<file path="src/rtl/core/itd_pkg.sv">
// Shared constants and types for the integer to decimal text block.
package itd_pkg;

  localparam int VALUE_BITS = 32;
  localparam int MAX_WIDTH  = 16;

  // Digit count of the largest magnitude, 2**(VALUE_BITS-1).
  function automatic int calc_digits(int bits);
    longint unsigned top_val;
    longint unsigned p;
    int              n;
    top_val = 64'd1 << (bits - 1);
    p       = 64'd1;
    n       = 1;
    while (p * 10 <= top_val) begin
      p = p * 10;
      n = n + 1;
    end
    return n;
  endfunction

  localparam int DIGITS     = calc_digits(VALUE_BITS);
  localparam int BCD_BITS   = 4 * DIGITS;
  localparam int TEXT_LEN   = DIGITS + 1;
  localparam int ND_BITS    = $clog2(DIGITS + 1);
  localparam int W_BITS     = $clog2(MAX_WIDTH + 1);
  localparam int DAB_STAGES = 4;
  localparam int DAB_STEPS  = (VALUE_BITS + DAB_STAGES - 1) / DAB_STAGES;
  localparam int MAG_BITS   = DAB_STAGES * DAB_STEPS;

  localparam int CFG_INDEX_BITS = 1;
  localparam int CFG_DATA_BITS  = 5;

  localparam logic [CFG_INDEX_BITS-1:0] REG_FIELD_WIDTH = 1'd0;
  localparam logic [CFG_INDEX_BITS-1:0] REG_SIGNED_MODE = 1'd1;

  localparam logic [4:0] FIELD_WIDTH_RESET = 5'd11;
  localparam logic       SIGNED_MODE_RESET = 1'b1;

  localparam logic [7:0] CHAR_ZERO  = 8'h30;
  localparam logic [7:0] CHAR_MINUS = 8'h2D;

  // Double-dabble working word: BCD digits on top, remaining binary below.
  typedef struct packed {
    logic                neg;
    logic [BCD_BITS-1:0] bcd;
    logic [MAG_BITS-1:0] bin;
  } dab_t;

  typedef logic [TEXT_LEN-1:0][7:0] text_t;

endpackage

</file>
<file path="src/rtl/core/itd_dab_stage.sv">
// One register stage of the binary to BCD converter, a fixed slice of shift steps.
module itd_dab_stage (
  input  logic         clk,
  input  logic         rst,
  input  logic         in_valid,
  input  itd_pkg::dab_t in_word,
  input  logic         adv,
  output logic         out_valid,
  output itd_pkg::dab_t out_word,
  output logic         free
);

  itd_pkg::dab_t stepped;

  always_comb begin
    stepped = in_word;
    for (int s = 0; s < itd_pkg::DAB_STEPS; s++) begin
      // add three to any digit of five or more, then shift one bit in
      for (int d = 0; d < itd_pkg::DIGITS; d++) begin
        if (stepped.bcd[4*d +: 4] >= 4'd5) begin
          stepped.bcd[4*d +: 4] = stepped.bcd[4*d +: 4] + 4'd3;
        end
      end
      stepped.bcd = {stepped.bcd[itd_pkg::BCD_BITS-2:0], stepped.bin[itd_pkg::MAG_BITS-1]};
      stepped.bin = {stepped.bin[itd_pkg::MAG_BITS-2:0], 1'b0};
    end
  end

  assign free = !out_valid || adv;

  always_ff @(posedge clk) begin
    if (rst) begin
      out_valid <= 1'b0;
    end else if (free) begin
      out_valid <= in_valid;
    end
    if (free) begin
      out_word <= stepped;
    end
  end

endmodule

</file>
<file path="src/rtl/core/itd_text.sv">
// Text stage: finds the leading digit and lays out sign and ASCII digits left justified.
module itd_text (
  input  logic          clk,
  input  logic          rst,
  input  logic          signed_mode,
  input  logic          in_valid,
  input  itd_pkg::dab_t in_word,
  input  logic          adv,
  output logic          out_valid,
  output itd_pkg::text_t text,
  output logic          free
);

  logic [itd_pkg::ND_BITS-1:0] nd;
  logic [7:0]                  lj [itd_pkg::DIGITS];
  itd_pkg::text_t              text_next;
  logic                        show_sign;

  always_comb begin
    nd = itd_pkg::ND_BITS'(1);
    for (int i = 1; i < itd_pkg::DIGITS; i++) begin
      if (in_word.bcd[4*i +: 4] != 4'd0) begin
        nd = itd_pkg::ND_BITS'(i + 1);
      end
    end
    // lj[j] is the j-th digit counted from the most significant one
    for (int j = 0; j < itd_pkg::DIGITS; j++) begin
      lj[j] = 8'h00;
      for (int i = 0; i < itd_pkg::DIGITS; i++) begin
        if (i + j + 1 == int'(nd)) begin
          lj[j] = itd_pkg::CHAR_ZERO + {4'd0, in_word.bcd[4*i +: 4]};
        end
      end
    end
    // a negative value always has a nonzero magnitude, so no minus zero
    show_sign = in_word.neg && signed_mode;
    text_next[0] = show_sign ? itd_pkg::CHAR_MINUS : lj[0];
    for (int j = 1; j < itd_pkg::DIGITS; j++) begin
      text_next[j] = show_sign ? lj[j-1] : lj[j];
    end
    text_next[itd_pkg::TEXT_LEN-1] = show_sign ? lj[itd_pkg::DIGITS-1] : 8'h00;
  end

  assign free = !out_valid || adv;

  always_ff @(posedge clk) begin
    if (rst) begin
      out_valid <= 1'b0;
    end else if (free) begin
      out_valid <= in_valid;
    end
    if (free) begin
      text <= text_next;
    end
  end

endmodule

</file>
<file path="src/rtl/core/itd_serializer.sv">
// Byte serializer: emits one field of text plus zero padding, one byte per cycle.
module itd_serializer (
  input  logic                         clk,
  input  logic                         rst,
  input  logic                         in_valid,
  input  itd_pkg::text_t               text,
  input  logic [itd_pkg::W_BITS-1:0]   width,
  output logic                         take,
  output logic                         strobe,
  output logic [7:0]                   char_byte,
  output logic                         is_last
);

  logic                       active;
  logic [itd_pkg::W_BITS-1:0] remaining;
  itd_pkg::text_t             shreg;

  // load the next field as the last byte of this one goes out
  assign take = in_valid && (!active || remaining == itd_pkg::W_BITS'(1));

  always_ff @(posedge clk) begin
    if (rst) begin
      active    <= 1'b0;
      strobe    <= 1'b0;
      remaining <= '0;
    end else begin
      strobe <= active;
      if (take) begin
        remaining <= width;
        active    <= 1'b1;
      end else if (active) begin
        remaining <= remaining - 1'b1;
        if (remaining == itd_pkg::W_BITS'(1)) begin
          active <= 1'b0;
        end
      end
    end
    char_byte <= shreg[0];
    is_last   <= active && (remaining == itd_pkg::W_BITS'(1));
    if (take) begin
      shreg <= text;
    end else if (active) begin
      shreg <= {8'h00, shreg[itd_pkg::TEXT_LEN-1:1]};
    end
  end

  a_active_count: assert property (@(posedge clk) disable iff (rst)
    active |-> remaining != '0)
    else $error("serializer active with no bytes left");

  a_field_contiguous: assert property (@(posedge clk) disable iff (rst)
    strobe && !is_last |-> active)
    else $error("field broken off before its last byte");

  a_start_from_input: assert property (@(posedge clk) disable iff (rst)
    $rose(active) |-> $past(in_valid))
    else $error("serializer started without a word");

endmodule

</file>
<file path="src/rtl/core/int_to_decimal_text.sv">
// Top level: signed integer to fixed-width decimal ASCII field.
// An accepted word passes through six pipeline stages and then the serializer, which sends
// one byte per cycle for field_width bytes (clamped to 1..16).
// The serializer takes one new word per field_width bytes that it sends;
// busy rises only when the six-stage converter pipeline is full. The receiver cannot stall.
// Reset (synchronous, active high) empties the pipeline and restores field_width 11,
// signed_mode 1.
module int_to_decimal_text (
  input  logic                                 clk,
  input  logic                                 rst,
  input  logic                                 start,
  input  logic signed [itd_pkg::VALUE_BITS-1:0] number,
  output logic                                 busy,
  input  logic                                 cfg_write,
  input  logic [itd_pkg::CFG_INDEX_BITS-1:0]   cfg_index,
  input  logic [itd_pkg::CFG_DATA_BITS-1:0]    cfg_data,
  output logic                                 strobe,
  output logic [7:0]                           char_byte,
  output logic                                 is_last
);

  logic [4:0] field_width;
  logic       signed_mode;

  itd_pkg::dab_t stage_d    [0:itd_pkg::DAB_STAGES];
  logic          stage_v    [0:itd_pkg::DAB_STAGES];
  logic          stage_free [0:itd_pkg::DAB_STAGES+1];

  logic                           neg_in;
  logic [itd_pkg::VALUE_BITS-1:0] mag_in;
  logic                           text_valid;
  itd_pkg::text_t                 text;
  logic                           take;
  logic [itd_pkg::W_BITS-1:0]     width_sat;

  always_ff @(posedge clk) begin
    if (rst) begin
      field_width <= itd_pkg::FIELD_WIDTH_RESET;
      signed_mode <= itd_pkg::SIGNED_MODE_RESET;
    end else if (cfg_write) begin
      case (cfg_index)
        itd_pkg::REG_FIELD_WIDTH: field_width <= cfg_data;
        itd_pkg::REG_SIGNED_MODE: signed_mode <= cfg_data[0];
        default: ;
      endcase
    end
  end

  always_comb begin
    if (field_width == 5'd0) begin
      width_sat = itd_pkg::W_BITS'(1);
    end else if (int'(field_width) > itd_pkg::MAX_WIDTH) begin
      width_sat = itd_pkg::W_BITS'(itd_pkg::MAX_WIDTH);
    end else begin
      width_sat = itd_pkg::W_BITS'(field_width);
    end
  end

  // front stage: take the magnitude; the most negative value wraps to its true size
  assign neg_in = number[itd_pkg::VALUE_BITS-1];
  assign mag_in = neg_in ? (~number + 1'b1) : number;

  assign stage_free[0] = !stage_v[0] || stage_free[1];
  assign busy          = !stage_free[0];

  always_ff @(posedge clk) begin
    if (rst) begin
      stage_v[0] <= 1'b0;
    end else if (stage_free[0]) begin
      stage_v[0] <= start;
    end
    if (stage_free[0]) begin
      stage_d[0].neg <= neg_in;
      stage_d[0].bcd <= '0;
      stage_d[0].bin <= itd_pkg::MAG_BITS'(mag_in);
    end
  end

  for (genvar k = 0; k < itd_pkg::DAB_STAGES; k++) begin : g_dab
    itd_dab_stage u_stage (
      .clk       (clk),
      .rst       (rst),
      .in_valid  (stage_v[k]),
      .in_word   (stage_d[k]),
      .adv       (stage_free[k+2]),
      .out_valid (stage_v[k+1]),
      .out_word  (stage_d[k+1]),
      .free      (stage_free[k+1])
    );
  end

  itd_text u_text (
    .clk         (clk),
    .rst         (rst),
    .signed_mode (signed_mode),
    .in_valid    (stage_v[itd_pkg::DAB_STAGES]),
    .in_word     (stage_d[itd_pkg::DAB_STAGES]),
    .adv         (take),
    .out_valid   (text_valid),
    .text        (text),
    .free        (stage_free[itd_pkg::DAB_STAGES+1])
  );

  itd_serializer u_ser (
    .clk       (clk),
    .rst       (rst),
    .in_valid  (text_valid),
    .text      (text),
    .width     (width_sat),
    .take      (take),
    .strobe    (strobe),
    .char_byte (char_byte),
    .is_last   (is_last)
  );

  a_busy_when_full: assert property (@(posedge clk) disable iff (rst)
    busy |-> stage_v[0] && text_valid && !take)
    else $error("busy raised with room in the pipeline");

  a_accept_lands: assert property (@(posedge clk) disable iff (rst)
    start && !busy |=> stage_v[0])
    else $error("accepted word lost at the front stage");

  a_no_take_when_empty: assert property (@(posedge clk) disable iff (rst)
    take |-> text_valid)
    else $error("serializer took a word from an empty text stage");

endmodule

</file>
<file path="config.mk">
export PLATFORM = sky130hd
export DESIGN_NAME = int_to_decimal_text
export DESIGN_NICKNAME = d
export VERILOG_FILES = /design/src/rtl/core/itd_pkg.sv /design/src/rtl/core/itd_dab_stage.sv /design/src/rtl/core/itd_text.sv /design/src/rtl/core/itd_serializer.sv /design/src/rtl/core/int_to_decimal_text.sv
export SDC_FILE = /design/constraint.sdc
export NUM_CORES = 1
export LEC_CHECK = 0
export ABC_AREA = 1
export BUFFER_PORTS_ARGS = -buffer_cell sky130_fd_sc_hd__buf_4
export CAP_MARGIN = 15
export CORE_MARGIN = 2
export CORE_UTILIZATION = 55
export DETAILED_ROUTE_END_ITERATION = 8
export GPL_TIMING_DRIVEN = 1
export PLACE_DENSITY_LB_ADDON = 0.08
export SLEW_MARGIN = 20
export SYNTH_ARGS = -nofsm -noshare
export SYNTH_HDL_FRONTEND = slang
export SYNTH_SLANG_ARGS = --single-unit
</file>
<file path="constraint.sdc">
create_clock -name clk -period 15.1 [get_ports clk]
set_input_delay 4.53 -clock clk [delete_from_list [all_inputs] [get_ports clk]]
set_output_delay 4.53 -clock clk [all_outputs]
set_load 0.02 [all_outputs]
</file>
; ---- Word level (Yosys, flattened, before mapping)
; Cells that the tools add are included.
; Widths: inputs -> output; s select.
[op_classes]
addsub = 277
magnitude_cmp = 266
eq_ne = 16
mux = 383
n_bitwise = 2
n_reduce_logical = 31
[op_table]
columns = operator, n
row1 = $ge 4x3->1 const B, 255
row2 = $mux 4, 250
row3 = $add 4x2->4 const B, 234
row4 = $mux 8, 99
row5 = $mux 88, 2
row6 = $add 6x4->7 const A, 10
row7 = $mux 3, 22
row8 = $add 3x2->3 const B, 21
row9 = $reduce_bool 4->1, 9
row10 = $add 32x1->32 const B, 1
row11 = $eq 4x4->1 const A, 8
row12 = $not 32->32, 1
row13 = $mux 31, 1
row14 = $add 1x2->3 const B, 9
row15 = $ge 1x3->1 const B, 9
row16 = $mux 5, 4
row17 = $eq 3x4->1 const A, 4
row18 = $eq 2x4->1 const A, 2
row19 = $logic_not 1->1, 8
row20 = $logic_or 1x1->1, 7
row21 = $eq 5x1->1 const B, 1
row22 = $gt 5x5->1 const B, 1
row23 = $logic_not 5->1, 1
row24 = $sub 5x1->5 const B, 1
row25 = 9 further kinds, 15
[word_totals]
ff_bits = 437
input_bits = 42
word_cells = 1025

; ---- Logic depth before layout (Yosys ltp)
[logic_depth]
word_depth = 22
ltp_mapped = 49
ltp_nobuf = 49

; ---- Hierarchy
; A second synthesis with hierarchy kept.
[unflattened]
hier_cells = 7783
hier_area_um2 = 51689.6
[by_module_without_submodules]
columns = module, instances, cells_each, area_each_um2
row1 = itd_dab_stage, 4, 1619, 10158.5
row2 = itd_serializer, 1, 439, 4366.7
row3 = itd_text, 1, 575, 4355.4
row4 = int_to_decimal_text, 1, 293, 2333.5

; ---- Least setup slack after synthesis
; No wires, ideal clock.
[synth_timing]
path_kind = reg-to-output
startpoint = register u_ser.remaining[1] (netlist name)
endpoint = output busy
t_arrival_ps = 5791
required_time_ps = 10570
path_slack_ps = 4779
stages_incl_launch_ff = 16
n_path_buf = 0
path_cell_list = dfxtp_1 inv_1 ha_1 nand3_1 nand2_1 nor2_1 inv_1 nor2_1 inv_1 nor2_1 inv_1 nor2_1 inv_1 nor2_1 inv_1 nor2_1
[synth_via]
elab_chain_cells = 10
[synth_rtl]
columns = item, line_no
row1 = start: declaration, itd_serializer.sv:15  ; logic [itd_pkg::W_BITS-1:0] remaining;
row2 = start signal: assignment, itd_serializer.sv:29  ; remaining <= width;
row3 = start signal: assignment, itd_serializer.sv:32  ; remaining <= remaining - 1'b1;
row4 = $eq 5x1->1, itd_serializer.sv:19  ; assign take = in_valid && (!active || remaining == itd_pkg::W_BITS'(1));
row5 = $logic_or 1x1->1, itd_serializer.sv:19
row6 = $logic_and 1x1->1, itd_serializer.sv:19
row7 = $logic_or 1x1->1, itd_text.sv:44  ; assign free = !out_valid || adv;
row8 = net g_dab[3].u_stage.adv, itd_dab_stage.sv:7  ; input logic adv,
row9 = $logic_or 1x1->1, itd_dab_stage.sv:29  ; assign free = !out_valid || adv;
row10 = net g_dab[2].u_stage.adv, itd_dab_stage.sv:7
row11 = $logic_or 1x1->1, itd_dab_stage.sv:29
row12 = net g_dab[1].u_stage.adv, itd_dab_stage.sv:7
row13 = $logic_or 1x1->1, itd_dab_stage.sv:29
row14 = net g_dab[0].u_stage.adv, itd_dab_stage.sv:7
row15 = $logic_or 1x1->1, itd_dab_stage.sv:29
row16 = net g_dab[0].u_stage.free, itd_dab_stage.sv:10  ; output logic free
row17 = $logic_or 1x1->1, int_to_decimal_text.sv:63  ; assign stage_free[0] = !stage_v[0] || stage_free[1];
row18 = $logic_not 1->1, int_to_decimal_text.sv:64  ; assign busy = !stage_free[0];
row19 = end: declaration, int_to_decimal_text.sv:13  ; output logic busy,
; The timed path passes the listed nets, and every way through them passes these cells.

; ---- Worst setup path after layout
[layout_timing]
startpoint = register u_ser.remaining[2] (netlist name)
endpoint = output busy
; Same word-level chain as after synthesis.

==> metrics <==
Die Width 233.4 um; vias in the first global route 22940; Worst EP required 10570 ps; post-route ant nets 0; Via density 5.206; CTS Hold Bufs 0; number of synthesized flops with an enable pin 299; fraction of layout cells with a size suffix above 1 13.05%; Worst Max-Slew Pin Slew 1146 ps; Critical Path AT 3750 ps; CTS tree built; Inserted Diodes 0; antenna violations before repair 0; CP endpoint kind output pin; largest net degree at the start of global routing 62; TNS Setup 0 ps; finished layout cell area 31230 um^2; Clk Latency, worst-skew pair 550 ps; setup ws final 6820 ps; most numerous cell in the Yosys netlist nand2_1; die area 54470 um^2; Syn Std Cell Area 28940 um^2; average size of a mapped cell 7.170 um^2; Final nets 4293; number of distinct library cells after synthesis 57; HP Class flip-flop to flip-flop; H-Tree Level Count 2; Tmin final 8280 ps; top post-synthesis cells by area edfxtp_1 31%, nand2_1 17%, inv_1 8.4%, ha_1 6.5%, nand3_1 6.0%; die height 233.4 um; outcome completed; crit-path max FO 58; number of remaining DRC errors 0; fin. max-slew vios 0; CP Launch Type flip-flop; Tot GR Track Use 21.28%; register clock-pin slew on the reported worst setup and hold paths 60 ps; highest attainable clock frequency 0.1208 GHz; Setup-failing EPs final 0; post-synth top area share 31.03%; Final Hold Viols 0; register area share after synthesis 32.82%; total clock sinks 325; Root Driver clkbuf_16; Core Area 52340 um^2; Worst path slowest cell buf_4; Post-synth ARST share 0%; Post-synth top cells 1338 x nand2_1, 645 x inv_1, 349 x nand3_1, 299 x edfxtp_1, 174 x nand2_2; First-pass DRT Iterations 6; Layout Skew 27.48 ps; via count 25050; row cnt 84; setup bufs post-CTS 0; Area Growth Syn to Fin 7.912%; period utilization 54.83%; post-CTS sizing 0; crit-path max cell delay 570 ps; WL per Instance 11.85 um; Max-Cap Viols 0; worst path cell trace nor2_1, nand3_1, nand2_1, nor2_1, inv_2, buf_4, nor2_1, inv_1, buf_4, nor2_1, clkinv_1, buf_4, nor2_1, inv_1, nor2_1, inv_1, nor2_1, buf_4; Ports 53; first-pass GRT wire length 98530 um; worst hold margin 342.8 ps; IO Port Bufs 50; Total Wirelength 56990 um; DR iter-0 viols 1103; fillcell total 4883; Max clock buf depth 3; Synth Register Bits 325; Num CTS Buffers 37; hpwl dp 44830 um; GPL Wtd Cong 0.9350; unrepaired setup endpoints after global routing false; Post-DP Area 30130 um^2; ys flop type edfxtp_1; crit path kind flip-flop to output pin; Initial Util 55.29%; Yosys Warn Count 0; DP Worst Slack 7297 ps; Slew headroom 23.01%; Post-Syn Instances 4036; Remaining Overflow, GRT 0; area leader, netlist edfxtp_1; Worst path most repeated cell nor2_1
[routing by layer]
layer | part of all wire, % | up-vias | routed length, um | track usage [%]
met5 | 0 | - | 0 | 0
met4 | 2.9 | 0 | 1680 | 6.784
met3 | 3.3 | 94 | 1896 | 2.539
met2 | 49 | 321 | 27900 | 39.59
met1 | 45 | 11180 | 25510 | 25.35
li1 | - | 13450 | - | -
[flip-flops by register name (all words and copies together), names as in the netlist, 4 cells and up]
| signal | flops |
|---|---|
| u_ser.char_byte | 6 |
| g_dab.u_stage.out_valid | 4 |
| u_ser.shreg | 56 |
| stage_d | 33 |
| field_width | 5 |
| g_dab.u_stage.out_word | 154 |
| u_text.text | 56 |
| u_ser.remaining | 5 |
[kinds of logic (layout without fill, tap and decap cells)]
family                     Yosys count  count (layout)  synth area share (%)
and+or+nand+nor                   2329            2329                 38.25
buffers and inverters              708             794                 9.209
AOI/OAI and AO/OA                  415             415                 9.473
DFF                                325             325                 32.82
adders and majority gates          151             151                 6.529
xor gates and xnor gates           105             105                 3.658
other                                2               3               0.02595
muxes                                1               1               0.03459
[cell usage in the layout, fill, tap and decap left out, types with 14 or more instances in the layout]
master and count:
ha_1 151, nand2_1 1337, edfxtp_1 299, clkbuf_16 38, inv_2 21, and2_4 15, nand4_1 135, nand3_1 349
a31o_2 16, buf_4 63, xnor2_1 19, o21ai_2 48, o22ai_1 26, nor2_1 103, nand3_2 101, inv_1 642
a21o_1 37, nand2_2 175, o21ai_0 98, a21oi_1 72, xor2_1 69, o2111ai_1 14, and2_1 37, o221ai_1 22
o21ai_1 24, dfxtp_1 26, nand3b_1 24
[critical path: cells and delay by family, from the launching register on]
family,cells,cell delay [ps]
AND/OR/NAND/NOR,9,860
flip-flops,1,340
buffers and inverters,9,1940
[worst paths after layout]
check / start / to / slack [ps] / depth (start not counted)
min reg2reg: u_ser.shreg[1] / u_ser.char_byte[1] / 340 / 0
min: u_ser.shreg[1] / u_ser.char_byte[1] / 340 / 0
max: u_ser.remaining[2] / busy / 6820 / 18
max reg2reg: g_dab[2].u_stage.out_word[60] / g_dab[3].u_stage.out_word[71] / 8950 / 36
[metrics by stage]
stage | std cells | utilization (%)
finish | 4811 | 59.66
global route | 4811 | 59.66
CTS | 4811 | 59.66
detailed placement | 4749 | 57.56
global placement | 4749 | 57.56
floorplan | 4037 | -
[cell type report]
cell class / instances / area (um^2) / area share [%]
well taps: 688 / 860.8 / 2.757
flip-flops and latches: 325 / 9499 / 30.42
inverters: 669 / 2511 / 8.041
clock inverters: 19 / 133.9 / 0.4287
clock buffers: 43 / 969.7 / 3.105
multi-input cells: 3004 / 16780 / 53.74
repair buffers: 63 / 473.0 / 1.514
Power is left out: the tool's default activity adds up to more than one toggle a clock period on the data nets, which glitch-free logic cannot reach.
